===== config.mk =====
export PLATFORM = sky130hd
export DESIGN_NAME = fgc_datapath
export DESIGN_NICKNAME = d
export VERILOG_FILES = /design/src/hdl/fgc_pkg.sv /design/src/hdl/fgc_datapath.sv
export SDC_FILE = /design/constraint.sdc
export NUM_CORES = 1
export LEC_CHECK = 0
export BUFFER_PORTS_ARGS = -buffer_cell sky130_fd_sc_hd__buf_4
export CORE_UTILIZATION = 67
export DETAILED_ROUTE_END_ITERATION = 16
export PLACE_DENSITY = 0.85
export SLEW_MARGIN = 20
export SYNTH_ARGS = -nofsm -noshare
export SYNTH_HDL_FRONTEND = slang
export SYNTH_SLANG_ARGS = --single-unit

===== constraint.sdc =====
create_clock -name clk -period 15.6 [get_ports clk]
set_input_delay 1.56 -clock clk [delete_from_list [all_inputs] [get_ports clk]]
set_output_delay 1.56 -clock clk [all_outputs]
set_load 0.02 [all_outputs]

===== src/hdl/fgc_pkg.sv =====
`timescale 1ns / 1ps
// ----------------------------------------------------------------------------
// fgc_pkg
// Shared constants and types for the greedy collection occupancy model.
// ----------------------------------------------------------------------------
package fgc_pkg;

  localparam int UNITS_PER_BLOCK  = 8;
  localparam int BLOCK_COUNT_LOG2 = 25;
  localparam int NBINS            = UNITS_PER_BLOCK + 1;
  localparam int BIN_W            = $clog2(NBINS);
  localparam int COUNT_W          = BLOCK_COUNT_LOG2 + 1;
  localparam int WEIGHT_W         = COUNT_W + BIN_W;
  localparam int PICK_W           = 28;
  localparam int PEND_W           = 4;
  localparam int CFG_W            = 26;
  localparam int CFG_IDX_W        = 1;
  localparam int FAULT_W          = 2;
  localparam int IN_TDATA_W       = 32;
  localparam int OUT_TDATA_W      = 48;

  localparam logic [BIN_W-1:0]   FULL_BIN = BIN_W'(UNITS_PER_BLOCK);
  localparam logic [BIN_W-1:0]   ONE_FREE_BIN = BIN_W'(UNITS_PER_BLOCK - 1);
  localparam logic [CFG_W-1:0]   RST_FULL_BLOCKS = CFG_W'(8388608);
  localparam logic [CFG_W-1:0]   RST_ONE_FREE_BLOCKS = CFG_W'(25165824);

  // Configuration register indexes
  localparam logic [CFG_IDX_W-1:0] REG_INIT_FULL     = 1'b0;
  localparam logic [CFG_IDX_W-1:0] REG_INIT_ONE_FREE = 1'b1;

  // Input command codes
  localparam logic CMD_RESTART = 1'b0;
  localparam logic CMD_DRAW    = 1'b1;

  // Fault codes
  localparam logic [FAULT_W-1:0] FAULT_OK      = 2'd0;
  localparam logic [FAULT_W-1:0] FAULT_NO_FREE = 2'd1;
  localparam logic [FAULT_W-1:0] FAULT_OVERRUN = 2'd2;

  // Datapath operations issued by the controller
  typedef enum logic [2:0] {
    OP_NONE,
    OP_ACCEPT,
    OP_LOW,
    OP_FULL,
    OP_DRAW,
    OP_BELOW,
    OP_EMIT
  } op_t;

  // Datapath status seen by the controller
  typedef struct packed {
    logic val_nz;     // bin under the scan index is nonempty
    logic idx_last;   // scan index is at the full bin
    logic hit;        // remaining pick falls inside the current bin weight
    logic pend_zero;  // no invalidations owed
  } dp_status_t;

endpackage


===== src/hdl/fgc_datapath.sv =====
`timescale 1ns / 1ps
// ----------------------------------------------------------------------------
// fgc_datapath
// Histogram bins, pending count, config registers, one bin read per cycle,
// weight multiply and prefix subtract, result and output registers.
// ----------------------------------------------------------------------------
module fgc_datapath (
  input  logic                             clk,
  input  logic                             rst,
  input  fgc_pkg::op_t                     op,
  output fgc_pkg::dp_status_t              st,
  input  logic                             in_cmd,
  input  logic [fgc_pkg::PICK_W-1:0]       in_pick,
  input  logic                             wr_en,
  input  logic [fgc_pkg::CFG_IDX_W-1:0]    wr_index,
  input  logic [fgc_pkg::CFG_W-1:0]        wr_data,
  output logic [fgc_pkg::OUT_TDATA_W-1:0]  out_data
);
  import fgc_pkg::*;

  logic [COUNT_W-1:0]  hist [NBINS];
  logic [PEND_W-1:0]   pending;
  logic [CFG_W-1:0]    init_full;
  logic [CFG_W-1:0]    init_one_free;
  logic [BIN_W-1:0]    idx;
  logic [PICK_W-1:0]   rest;

  // Result fields of the item at work
  logic                started;
  logic [BIN_W-1:0]    lfill;
  logic [COUNT_W-1:0]  lblocks;
  logic [BIN_W-1:0]    hit_fill;
  logic [FAULT_W-1:0]  fault;

  logic [COUNT_W-1:0]  val;
  logic [WEIGHT_W-1:0] weight;
  logic                hit;

  // Single read port on the scan index
  always_comb begin
    val = (idx <= FULL_BIN) ? hist[idx] : '0;
  end

  assign weight = {{BIN_W{1'b0}}, val} * {{COUNT_W{1'b0}}, idx};
  assign hit    = {{(WEIGHT_W-PICK_W){1'b0}}, rest} < weight;

  assign st.val_nz    = (val != '0);
  assign st.idx_last  = (idx == FULL_BIN);
  assign st.hit       = hit;
  assign st.pend_zero = (pending == '0);

  always_ff @(posedge clk) begin
    if (rst) begin
      for (int b = 0; b < NBINS; b++) begin
        if (BIN_W'(b) == FULL_BIN) hist[b] <= COUNT_W'(RST_FULL_BLOCKS);
        else if (BIN_W'(b) == ONE_FREE_BIN) hist[b] <= COUNT_W'(RST_ONE_FREE_BLOCKS);
        else hist[b] <= '0;
      end
      pending            <= '0;
      init_full          <= RST_FULL_BLOCKS;
      init_one_free      <= RST_ONE_FREE_BLOCKS;
    end else begin
      // Config writes
      if (wr_en) begin
        if (wr_index == REG_INIT_FULL) init_full <= wr_data;
        if (wr_index == REG_INIT_ONE_FREE) init_one_free <= wr_data;
      end
      case (op)
        OP_ACCEPT: begin
          rest     <= in_pick;
          started  <= 1'b0;
          lfill    <= '0;
          lblocks  <= '0;
          hit_fill <= '0;
          fault    <= FAULT_OK;
          idx      <= (pending == '0) ? '0 : BIN_W'(1);
          if (in_cmd == CMD_RESTART) begin
            for (int b = 0; b < NBINS; b++) begin
              if (BIN_W'(b) == FULL_BIN) hist[b] <= COUNT_W'(init_full);
              else if (BIN_W'(b) == ONE_FREE_BIN) hist[b] <= COUNT_W'(init_one_free);
              else hist[b] <= '0;
            end
            pending            <= '0;
          end
        end
        // Least-used search, one bin a cycle
        OP_LOW: begin
          if (val != '0) begin
            lfill   <= idx;
            lblocks <= val;
            if (idx == FULL_BIN) begin
              fault <= FAULT_NO_FREE;
            end else begin
              started   <= 1'b1;
              hist[idx] <= val - COUNT_W'(1);
              pending   <= PEND_W'(FULL_BIN - idx);
              idx       <= FULL_BIN;
            end
          end else if (idx == FULL_BIN) begin
            fault <= FAULT_NO_FREE;
          end else begin
            idx <= idx + BIN_W'(1);
          end
        end
        // Collected block lands in the full bin
        OP_FULL: begin
          hist[idx] <= val + COUNT_W'(1);
          idx       <= BIN_W'(1);
        end
        // Weighted prefix scan over fills 1 .. full
        OP_DRAW: begin
          if (hit) begin
            hit_fill  <= idx;
            hist[idx] <= val - COUNT_W'(1);
            idx       <= idx - BIN_W'(1);
            if (pending != '0) pending <= pending - PEND_W'(1);
          end else begin
            rest <= rest - weight[PICK_W-1:0];
            if (idx == FULL_BIN) fault <= FAULT_OVERRUN;
            else idx <= idx + BIN_W'(1);
          end
        end
        OP_BELOW: begin
          hist[idx] <= val + COUNT_W'(1);
        end
        OP_EMIT: begin
          out_data <= {{(OUT_TDATA_W-41){1'b0}}, fault, pending, hit_fill,
                       lblocks, lfill, started};
        end
        default: begin
        end
      endcase
    end
  end

endmodule


# Yosys cells after proc, flatten, opt, wreduce, memory -nomap -nowiden
# Memory sizes are Yosys's and may differ from the RTL's. A register that Yosys moved wholly into a read port is not among the register bits.
# Cells that the tools add are included.
[word_totals] regBits=166 mem_bits_rw=234 input_bits=62 out_inout_bits=52 word_cells=135 n_memories=1
[classes] add_sub_neg=7 mul=1 magnitude_cmp=2 eq_ne=16 n_mux=65 bitwise=14 n_reduce_logical=18
[mem_list] name="hist" depth=9 word_bits=26 rd=1 rd_ports_with_merged_regs=1 write_ports=9 line="fgc_datapath.sv:21" source="logic [COUNT_W-1:0] hist [NBINS];"
[op_table] op="26-bit 2-to-1 mux" count=15
[op_table] op="28-bit case mux with 2 select lines" count=1
[op_table] op="4-bit 2-to-1 mux" count=13
[op_table] op="26-bit case mux with 2 select lines" count=1
[op_table] op="28-bit by 30-bit less-than comparator with 1-bit output" count=1
[op_table] op="26-bit by 4-bit multiplier with 30-bit output" count=1
[op_table] op="28-bit 2-to-1 mux" count=1
[op_table] op="28-bit subtractor" count=1
[op_table] op="26-bit by 1-bit adder with 26-bit output (second input constant)" count=1
[op_table] op="26-bit nonzero test" count=1
[op_table] op="26-bit OR reduction" count=1
[op_table] op="26-bit by 1-bit subtractor with 26-bit output (second input constant)" count=1
[op_table] op="1-bit 2-to-1 mux" count=25
[op_table] op="2-bit != test (second input constant)" count=8
[op_table] op="4-bit case mux with 2 select lines" count=2
[op_table] op="4-bit case mux with 4 select lines" count=1
[op_table] op="1-bit bitwise OR" count=12
[op_table] op="4-bit case mux with 3 select lines" count=1
[op_table] op="3-bit AND reduction" count=4
[op_table] op="3-bit == test (second input constant)" count=3
[op_table] op="4-bit nonzero test" count=2
[op_table] op="4-bit by 1-bit subtractor with 4-bit output (second input constant)" count=2
[op_table] op="3-bit by 2-bit == test with 1-bit output (second input constant)" count=2
[op_table] op="2-bit 2-to-1 mux" count=3
[op_table] op="16 further kinds" count=20

# Logic depth before layout (Yosys ltp)
# Gate-level depths: netlist (run 1).
[depth] ltp_word=12 mapped_depth=37

# Least setup slack after synthesis (run 1)
# OpenSTA, ideal clock, no wires.
[synth_path] path_kind="register -> register" startpoint="register idx[1]" endpoint="register rest[0], enable pin" setup_time_ps=448 arrival_time_ps=10297 t_required_ps=15152 setup_slack_ps=4855 path_stages_with_launch=37 period_less_slack_ps=10745 path_cell_list="edfxtp_1 > clkbuf_1 > inv_1 > clkbuf_1 > ha_1 > nor2b_1 > nor2_1 > clkbuf_1 > clkbuf_1 > clkbuf_1 > buf_1 > buf_1 > nor3_1 > fa_1 > inv_1 > fa_1 > inv_1 > ha_1 > and3_1 > a221oi_1 > o221ai_1 > a21oi_1 > o221ai_1 > o41ai_1 > nand2b_1 > nand2b_1 > xnor2_1 > ha_1 > clkbuf_1 > nand4_1 > a211oi_1 > o21ai_0 > a21o_1 > a22oi_1 > and2_1 > a21oi_1 > nor3_1"
[synth_via] elab_chain_len=6
[synth_lines] element="from (decl)" line="fgc_datapath.sv:25" source="logic [BIN_W-1:0] idx;"
[synth_lines] element="from (signal assigned)" line="fgc_datapath.sv:76" source="idx <= (pending == '0) ? '0 : BIN_W'(1);"
[synth_lines] element="from (signal assigned)" line="fgc_datapath.sv:102" source="idx <= idx + BIN_W'(1);"
[synth_lines] element="from (signal assigned)" line="fgc_datapath.sv:115" source="idx <= idx - BIN_W'(1);"
[synth_lines] element="4-bit <= comparator" line="fgc_datapath.sv:41" source="val = (idx <= FULL_BIN) ? hist[idx] : '0;"
[synth_lines] element="26-bit 2-to-1 mux" line="fgc_datapath.sv:41"
[synth_lines] element="26-bit by 4-bit multiplier with 30-bit output (*)" line="fgc_datapath.sv:44" source="assign weight = {{BIN_W{1'b0}}, val} * {{COUNT_W{1'b0}}, idx};"
[synth_lines] element="28-bit by 30-bit less-than comparator with 1-bit output (*)" line="fgc_datapath.sv:45" source="assign hit = {{(WEIGHT_W-PICK_W){1'b0}}, rest} < weight;"
[synth_lines] element="2-bit != test (no source line) (*)"
[synth_lines] element="3-bit AND reduction (no source line) (*)"
[synth_lines] element="to (signal assigned)" line="fgc_datapath.sv:70" source="rest <= in_pick;"
[synth_lines] element="to (signal assigned)" line="fgc_datapath.sv:118" source="rest <= rest - weight[PICK_W-1:0];"
[synth_lines] element="to (decl)" line="fgc_datapath.sv:26" source="logic [PICK_W-1:0] rest;"
# Mark *: on every way between the ends. The rest lies on a longest branch, timed or not.
# A chain may end at the register's enable or synchronous reset.

==> results.md, run 1 <==
* Largest fanout on the critical path at 48
* Pwr per Cell Area at 127.7 nW/um^2
* Pin slew with the least headroom to its limit at roughly 1.2 ns
* DRC marker count from the first detailed-route iteration at between 3000 and 4000
* Number of top-level pins at about 110
* Count of distinct cell types in the synthesized netlist at 86
* Worst hold path startpoint: lblocks[7]
* Hold/Removal Path Class: flip-flop to flip-flop
* LEAKAGE at between 10 and 15 nW
* Worst-skew pair later-pin latency at ~0.66 ns
* Required time of the critical path at about 14 ns
* Master of the slowest instance on the critical path: sky130_fd_sc_hd__dfxtp_4
* WP data arrival at 10.27 ns
* Deepest level of the CTS H-tree at 2
* CTS tree: yes
* Number of enable-type register cells in the synthesized netlist at between 500 and 600
* Buffers and inverters on the worst path at 5
* Rel. slew slack at between 10% and 20%
* Antenna violations before repair at 2
* Prevailing post-synth register cell: sky130_fd_sc_hd__edfxtp_1
* DRT Wirelength at slightly below 90000 um
* Final setup violation count at 0
* Die span in y at 213.9 um
* Run status: complete, no violations
* Share of final-layout standard cells stronger than drive strength 1 at 15.96%
* Dpl hpwl at ~57000 um
* WL per Instance at about 27 um
* Layout Area Growth over Synthesis at 10.84%
* Initial Utilization at roughly two thirds
* Count of antenna-violating nets left after detailed routing at 0
* Highest Clock Rate at between 80 and 90 MHz
* Final hold slack at slightly above 0.4 ns
* Crit path top cell by count: sky130_fd_sc_hd__inv_1
* Warnings from Yosys at 0
* Max Transition Viols Final at 0
* Count of port buffers added during placement at 106
* Startpoint type of the worst setup path: flip-flop
* Setup CP Type: flip-flop to output pin
* Cell chosen for the clock root: sky130_fd_sc_hd__clkbuf_16
* Crit end category: output pin
* Worst IR drop on VDD at between 0.09 and 0.1 mV
* Synthesized flop and latch total at roughly 600
* 1st-pass router iterations at 6
* Number of sinks driven by the clock tree at 586
* Ratio of routed vias to standard cells at 6.889
* Worst reg2reg path depth at 27
* Wire length of the first global-routing pass at roughly 130000 um
* Combined area of all synthesized cells at approximately 30000 sq um
* Number of maximum-capacitance violations at 0
* Period Utilization, post-route at between 70 and 80%
* Hold-fix buffers at CTS at 0
* Resized Gates After CTS at 0
* Delay-heaviest family, CP: compound AO/OA/AOI/OAI gates
* Number of antenna repair diodes at 0
* Grt ovf at 0
* Clock period minus final worst setup slack at between 10 and 15 ns
* Post-Syn Area per Cell at between 10 and 15 sq um
* Largest net degree at the start of global routing at 69
* Hold Violations, Final at 0
* Post-CTS Repair Setup Buffers at 0
* Overall fraction of global-route tracks in use at ~39%
* Setup TNS at 0 ns
* Via Count at 21996
* Max clock buf depth at 3
* Number of CTS-inserted buffers at 56
* FP Rows at slightly below 80
* Overall power of the completed layout at about 4.3 mW
* Total number of cells along the worst setup path at 27
* Clock-pin slew on the worst setup and hold paths at approximately 0.080 ns
* Width of the die at 213.9 um
* Share of the yosys chip area belonging to registers at 56.52%
* Count of unresolved DRC violations after routing at 0
* Final core utilization at roughly three quarters
* Unrepaired setup endpoints after global routing: false
* Placeable core region at 44220 sq um
* Syn Inst Count at about 2500
* Setup Skew at between 0.04 and 0.05 ns
* Number of global-route vias before repair at 21766
* Async set or reset register ratio after synthesis at 0%
* Post-layout net count at around 2700
* Hold Path Cell Cnt at 0
* Die outline area at around 46000 sq um
* Delay of the slowest cell on the worst path at around 0.99 ns
* Gp weighted congestion at slightly above 1
[area by class of cell]
class / instances / area (sq um)
Sequential cell: 586 / 17010
Inverter: 152 / 570.5
Tap cell: 592 / 740.7
Timing Repair Buffer: 154 / 1156
Fill cell: 2616 / 10890
Multi-Input combinational cell: 1603 / 11950
Clock buffer: 71 / 1489
Clock inverter: 35 / 422.9
[report_power, final]
group | total [mW] | switching, mW | internal [mW] | leakage (nW)
Combinational | 0.979 | 0.654 | 0.326 | 5.80
Clock | 1.43 | 0.620 | 0.812 | 0.922
Sequential | 1.84 | 0.0426 | 1.80 | 5.58
[worst reg2reg max path, stage by stage (launching register included)]
cell                       delay, ns
sky130_fd_sc_hd__dfxtp_4        0.99
sky130_fd_sc_hd__buf_4          0.71
sky130_fd_sc_hd__mux4_2         0.65
sky130_fd_sc_hd__a221oi_2       0.70
sky130_fd_sc_hd__nor3_1         0.15
sky130_fd_sc_hd__fa_1           0.52
sky130_fd_sc_hd__inv_1          0.06
sky130_fd_sc_hd__fa_1           0.53
sky130_fd_sc_hd__inv_1          0.06
sky130_fd_sc_hd__ha_1           0.35
sky130_fd_sc_hd__and3_1         0.27
sky130_fd_sc_hd__a221oi_1       0.52
sky130_fd_sc_hd__o221ai_1       0.19
sky130_fd_sc_hd__a21oi_1        0.34
sky130_fd_sc_hd__o221ai_1       0.22
sky130_fd_sc_hd__o41ai_1        0.54
sky130_fd_sc_hd__o21ai_0        0.20
sky130_fd_sc_hd__a21oi_1        0.22
sky130_fd_sc_hd__xor2_1         0.10
sky130_fd_sc_hd__ha_1           0.37
sky130_fd_sc_hd__nand4_1        0.15
sky130_fd_sc_hd__a211oi_1       0.19
sky130_fd_sc_hd__o21ai_0        0.15
sky130_fd_sc_hd__a21o_1         0.23
sky130_fd_sc_hd__a22oi_1        0.56
sky130_fd_sc_hd__a31oi_1        0.48
sky130_fd_sc_hd__o21ai_4        0.87
sky130_fd_sc_hd__nand2_2        0.70
[kinds of logic (layout without fill, tap and decap cells)]
family | after synthesis | count (layout) | share of synthesized area, %
DFF | 586 | 586 | 56.52
muxes | 127 | 127 | 8.709
and+or+nand+nor | 841 | 841 | 12.25
AOI/OAI and AO/OA | 445 | 445 | 9.953
adders and majority gates | 120 | 120 | 6.216
buffers and inverters | 291 | 412 | 4.298
xor gates and xnor gates | 63 | 63 | 2.035
other | 1 | 7 | 0.01247
[per-layer routing]
| layer | global-route usage, % | wire (um) | vias to the layer above |
|---|---|---|---|
| met5 | 0 | 15 | - |
| met4 | 18.60 | 4085 | 2 |
| met3 | 8.758 | 11160 | 335 |
| met2 | 63.05 | 41870 | 1786 |
| met1 | 50.21 | 30360 | 10667 |
| li1 | - | - | 9206 |
[final timing paths]
check,to,slack [ns]
worst max-delay path,st[1],3.77
worst min-delay path,out_data[12],0.41
worst max register to register,hist[1][17],4.09
worst min register to register,out_data[12],0.41
[cell usage after synthesis, types with 38 or more instances]
library cell               instances  area share [%]
sky130_fd_sc_hd__ha_1             71             3.0
sky130_fd_sc_hd__nor3_1           52            0.87
sky130_fd_sc_hd__clkbuf_1         80             1.0
sky130_fd_sc_hd__inv_1           146             1.8
sky130_fd_sc_hd__a21oi_1         123             2.0
sky130_fd_sc_hd__nand2_1         297             3.7
sky130_fd_sc_hd__dfxtp_1          60             4.0
sky130_fd_sc_hd__nor2_1          326             4.1
sky130_fd_sc_hd__o21ai_0          82             1.4
sky130_fd_sc_hd__fa_1             49             3.3
sky130_fd_sc_hd__o21ai_1          38            0.63
sky130_fd_sc_hd__mux4_2          107             8.0
sky130_fd_sc_hd__edfxtp_1        526              53
[through the flow]
step	setup slack (ns)	instance area (sq um)	instances
3_5_place_dp	4.547	31390	3087
2_1_floorplan	4.855	30090	2480
6_report	3.774	33330	3193
5_1_grt	3.143	33330	3193
3_3_place_gp	3.962	31360	3087
4_1_cts	3.951	33300	3193
[registers in the layout, summed over array words and instances, names as in the netlist, named ones only]
signal,cells
hist,416
lfill,4
rest,28
hit_fill,4
started,1
pending,4
out_data,41
fault,2
init_one_free,26
idx,4
init_full,26
lblocks,26
[cell usage in the layout (no fill, tap or decap), types with 8 or more instances in the layout]
master                      Yosys  routed
sky130_fd_sc_hd__a211oi_1      16      15
sky130_fd_sc_hd__a21o_1        19      19
sky130_fd_sc_hd__a21oi_1      123     123
sky130_fd_sc_hd__a221o_1        8       8
sky130_fd_sc_hd__a22o_1        10      10
sky130_fd_sc_hd__a22oi_1       28      28
sky130_fd_sc_hd__a31oi_1        9       9
sky130_fd_sc_hd__and2_1        17      17
sky130_fd_sc_hd__and3_1        10       9
sky130_fd_sc_hd__and4_1        10      10
sky130_fd_sc_hd__buf_4         18     154
sky130_fd_sc_hd__bufinv_16      0       8
sky130_fd_sc_hd__clkbuf_1      80      13
sky130_fd_sc_hd__clkbuf_16      0      57
sky130_fd_sc_hd__clkinv_1       5      16
sky130_fd_sc_hd__clkinv_2       0      10
sky130_fd_sc_hd__dfxtp_1       60      57
sky130_fd_sc_hd__edfxtp_1     526     526
sky130_fd_sc_hd__fa_1          49      49
sky130_fd_sc_hd__ha_1          71      71
sky130_fd_sc_hd__inv_1        146     146
sky130_fd_sc_hd__mux2i_1       15      15
sky130_fd_sc_hd__mux4_2       107     107
sky130_fd_sc_hd__nand2_1      297     294
sky130_fd_sc_hd__nand2b_1      19      18
sky130_fd_sc_hd__nand3_1       28      28
sky130_fd_sc_hd__nand4_1       11      11
sky130_fd_sc_hd__nor2_1       326     321
sky130_fd_sc_hd__nor2b_1       10       8
sky130_fd_sc_hd__nor3_1        52      48
sky130_fd_sc_hd__nor4_1        18      17
sky130_fd_sc_hd__o21a_1         9       9
sky130_fd_sc_hd__o21ai_0       82      82
sky130_fd_sc_hd__o21ai_1       38      33
sky130_fd_sc_hd__o31ai_1       10      10
sky130_fd_sc_hd__or3_1         10      10
sky130_fd_sc_hd__xnor2_1       28      26
sky130_fd_sc_hd__xnor2_2        8      10
sky130_fd_sc_hd__xor2_1        27      25
No activity file was read; power rests on OpenSTA's default activity.
==> run 2, diff against run 1 <==
--- a/config.mk
+++ b/config.mk
@@ -5,10 +5,11 @@
 export SDC_FILE = /design/constraint.sdc
 export NUM_CORES = 1
 export LEC_CHECK = 0
+export ABC_AREA = 1
 export BUFFER_PORTS_ARGS = -buffer_cell sky130_fd_sc_hd__buf_4
-export CORE_UTILIZATION = 67
+export CORE_UTILIZATION = 63
 export DETAILED_ROUTE_END_ITERATION = 16
-export PLACE_DENSITY = 0.85
+export PLACE_DENSITY = 0.81
 export SLEW_MARGIN = 20
 export SYNTH_ARGS = -nofsm -noshare
 export SYNTH_HDL_FRONTEND = slang
==> constraint.sdc (replaced) <==
create_clock -name clk -period 11 [get_ports clk]
set_input_delay 1.1 -clock clk [delete_from_list [all_inputs] [get_ports clk]]
set_output_delay 1.1 -clock clk [all_outputs]
set_load 0.02 [all_outputs]
==> run 2 against run 1 <==
  * Via count grew 14%
  * Non-clock buffer count shrank 11
  * Cell area grew 3.5%
  * Worst setup slack lost 2.3 ns
  * Die area grew 11%
  * Synthesized area grew 4.5%
  * Synthesized cell count grew 44%
  * Core utilization shrank 5.1 points
  * Largest power group unchanged
  * Highest routed layer unchanged
==> results.md, run 2 <==
* Warnings from Yosys at 0
* Multiplexer share of the synthesized area at 0%
* Cell chosen for the clock root: sky130_fd_sc_hd__clkbuf_16
* Final setup violation count at 0
* Grt ovf at 0
* Count of port buffers added during placement at 106
* Internal power at ~4.1 mW
* Dpl hpwl at just over 60000 um
* Synthesized flop and latch total at approximately 600
* Setup Skew at roughly 0.051 ns
* Post-Synth Adder-Cell Area at a little under 6%
* Initial Utilization at between 60 and 70%
* LEAKAGE at 14.93 nW
* Number of flip-flops under the largest register name at approximately 420
* Largest register by flop count: hist
* Count of distinct cell types in the synthesized netlist at between 50 and 60
* Pin slew with the least headroom to its limit at about 1.1 ns
* Crit path top cell by count: sky130_fd_sc_hd__nand2_1
* Setup CP Type: flip-flop to flip-flop
* Post-layout net count at 3786
* Pwr per Cell Area at 180.4 nW/um^2
* Most common cell after layout, fill and taps aside: sky130_fd_sc_hd__nand2_1
* Number of enable-type register cells in the synthesized netlist at roughly 530
* Crit end category: flip-flop
* Final core utilization at 70.30%
* Hold Path Cell Cnt at 0
* Master of the slowest instance on the critical path: sky130_fd_sc_hd__nand2_1
* Worst-skew pair later-pin latency at roughly 0.66 ns
* Simple-gate area share of the yosys netlist at about a quarter
* Overall fraction of global-route tracks in use at 35.19%
* Syn Inst Count at between 3000 and 4000
* Resized Gates After CTS at 0
* Number of top-level pins at around 110
* Combinational share of power at ~26%
* Antenna violations before repair at 2
* Highest Clock Rate at between 100 and 150 MHz
* Share of final-layout standard cells stronger than drive strength 1 at under 10%
* Hold Violations, Final at 0
* Rel. slew slack at a little under a quarter
* Largest family of logic cells by synthesized area: simple AND/OR/NAND/NOR gates
* Number of maximum-capacitance violations at 0
* Cell with the most instances after synthesis: sky130_fd_sc_hd__nand2_1
* Width of the die at between 200 and 250 um
* Deepest level of the CTS H-tree at 2
* Hold/Removal Path Class: flip-flop to flip-flop
* DRT Wirelength at around 88000 um
* Area of all placed cells without fillers at 34480 sq um
* Largest net degree at the start of global routing at 119
* Clock period minus final worst setup slack at roughly 9.5 ns
* Switching part of the total power at approximately a third
* Placed cell count at ~4200
* Compound-Gate Fraction of Synth Area at 5.807%
* Delay of the slowest cell on the worst path at roughly 0.84 ns
* Die outline area at just over 50000 sq um
* Overall power of the completed layout at 6.221 mW
* Number of sinks driven by the clock tree at roughly 590
* Largest fanout on the critical path at 30
* Worst reg2reg path depth at 39
* Post-CTS Repair Setup Buffers at 0
* 1st-pass router iterations at 6
* Switching power summed over all nets at roughly 2.1 mW
* Unrepaired setup endpoints after global routing: false
* Post-Syn Area per Cell at between 8 and 9 sq um
* FP Rows at 81
* DP Area at approximately 33000 sq um
* Largest cells by area after synthesis: sky130_fd_sc_hd__edfxtp_1 (50%), sky130_fd_sc_hd__nand2_1 (11%), sky130_fd_sc_hd__nor2_1 (7.0%)
* Registers with the most flip-flops: hist x416, out_data x41, rest x28
* Gp weighted congestion at roughly 1.0
* Via Count at 25001
* Max clock buf depth at 3
* Share of the yosys chip area belonging to registers at 54.06%
* Setup TNS at 0 ns
* Period Utilization, post-route at between 80 and 90%
* Number of CTS-inserted buffers at 57
* Async set or reset register ratio after synthesis at 0%
* Most used standard cells in the synthesized netlist: sky130_fd_sc_hd__nand2_1 (940), sky130_fd_sc_hd__nor2_1 (587), sky130_fd_sc_hd__edfxtp_1 (526), sky130_fd_sc_hd__inv_1 (360), sky130_fd_sc_hd__nand3_1 (294)
* WP data arrival at about 9.6 ns
* Count of antenna-violating nets left after detailed routing at 0
* Run status: complete, no violations
* Power share of the sequential group at between 40% and 50%
* DRC marker count from the first detailed-route iteration at between 3000 and 4000
* Clk pwr share at roughly a third
* CTS tree: yes
* Max Transition Viols Final at 0
* Hold-fix buffers at CTS at 0
* Total number of cells along the worst setup path at 39
* Placeable core region at 49050 sq um
* Wire length of the first global-routing pass at approximately 130000 um
* Combined area of all synthesized cells at roughly 31000 sq um
* Top library cells by usage in the layout, fill and taps aside: sky130_fd_sc_hd__nand2_1 (934), sky130_fd_sc_hd__nor2_1 (584), sky130_fd_sc_hd__edfxtp_1 (526), sky130_fd_sc_hd__inv_1 (360), sky130_fd_sc_hd__nand3_1 (294)
* Layout Area Growth over Synthesis at 9.683%
* Area share of xor/xnor cells in the synthesized design at roughly 1.7%
* WL per Instance at between 20 and 25 um
* Startpoint type of the worst setup path: flip-flop
* Worst IR drop on VDD at between 0.1 and 0.15 mV
* Required time of the critical path at between 10 and 15 ns
* Number of antenna repair diodes at 0
* Largest area contributor in the synthesized netlist: sky130_fd_sc_hd__edfxtp_1
* Clock-pin slew on the worst setup and hold paths at roughly 0.07 ns
* Number of global-route vias before repair at 23238
* Die span in y at about 230 um
* Prevailing post-synth register cell: sky130_fd_sc_hd__edfxtp_1
* Final standard cell count with taps included and fillers excluded at approximately 4300
* Count of unresolved DRC violations after routing at 0
* Delay-heaviest family, CP: simple AND/OR/NAND/NOR gates
* Buffers and inverters on the worst path at 9
* Area fraction of the dominant cell type after synthesis at roughly half
* Ratio of routed vias to standard cells at about 5.8
run 2: final timing paths:
check / start / end / slack, ns
max reg2reg: idx[0] / hist[8][0] / 1.48
min reg2reg: lblocks[9] / out_data[14] / 0.40
max: idx[0] / hist[8][0] / 1.48
min: lblocks[9] / out_data[14] / 0.40
run 2: metal layers:
layer	global-route usage (%)	up-vias	wire (um)
met4	14.02	2	3568
met1	50.99	11644	34840
li1	-	11634	-
met3	9.609	208	12290
met2	50.24	1513	37240
met5	0	-	12
run 2: cells by family (layout without fill, tap and decap cells):
family                     after synthesis  after routing
and+or+nand+nor                       1917           1917
xor gates and xnor gates                57             57
DFF                                    586            586
other                                    1              7
AOI/OAI and AO/OA                      334            334
buffers and inverters                  546            631
adders and majority gates              120            120
run 2: metrics by stage:
step                setup WS [ns]  hold slack [ns]
floorplan                   3.097           0.4003
global placement            1.769           0.4005
detailed placement          1.406           0.4045
CTS                         1.395           0.3987
global route               0.5739           0.4140
finish                      1.480           0.3965
run 2: area by class of cell:
| cell class | instances | area, sq um |
|---|---|---|
| flip-flops and latches | 586 | 17000 |
| fillers | 3709 | 14570 |
| inverters | 381 | 1438 |
| repair buffers | 143 | 1099 |
| well taps | 664 | 830.8 |
| multi-input cells | 2435 | 12180 |
| clock inverters | 28 | 294.0 |
| clock buffers | 79 | 1639 |
run 2: power by group through the flow:
stage / clock network (mW) / registers (mW) / logic [mW]
floorplan: 0 / 2.63 / 1.09
global placement: 0 / 2.65 / 1.53
detailed placement: 0 / 2.65 / 1.55
CTS: 2.00 / 2.60 / 1.57
global route: 2.08 / 2.61 / 1.76
finish: 2.00 / 2.61 / 1.61
run 2: worst reg2reg max path: cells and delay by family, from the launching register on:
| kind | cells | cell delay (ns) |
|---|---|---|
| xor gates and xnor gates | 1 | 0.07 |
| and+or+nand+nor | 21 | 3.86 |
| adders and majority gates | 5 | 1.83 |
| DFF | 1 | 0.36 |
| AOI/OAI and AO/OA | 3 | 0.67 |
| buffers and inverters | 9 | 2.23 |
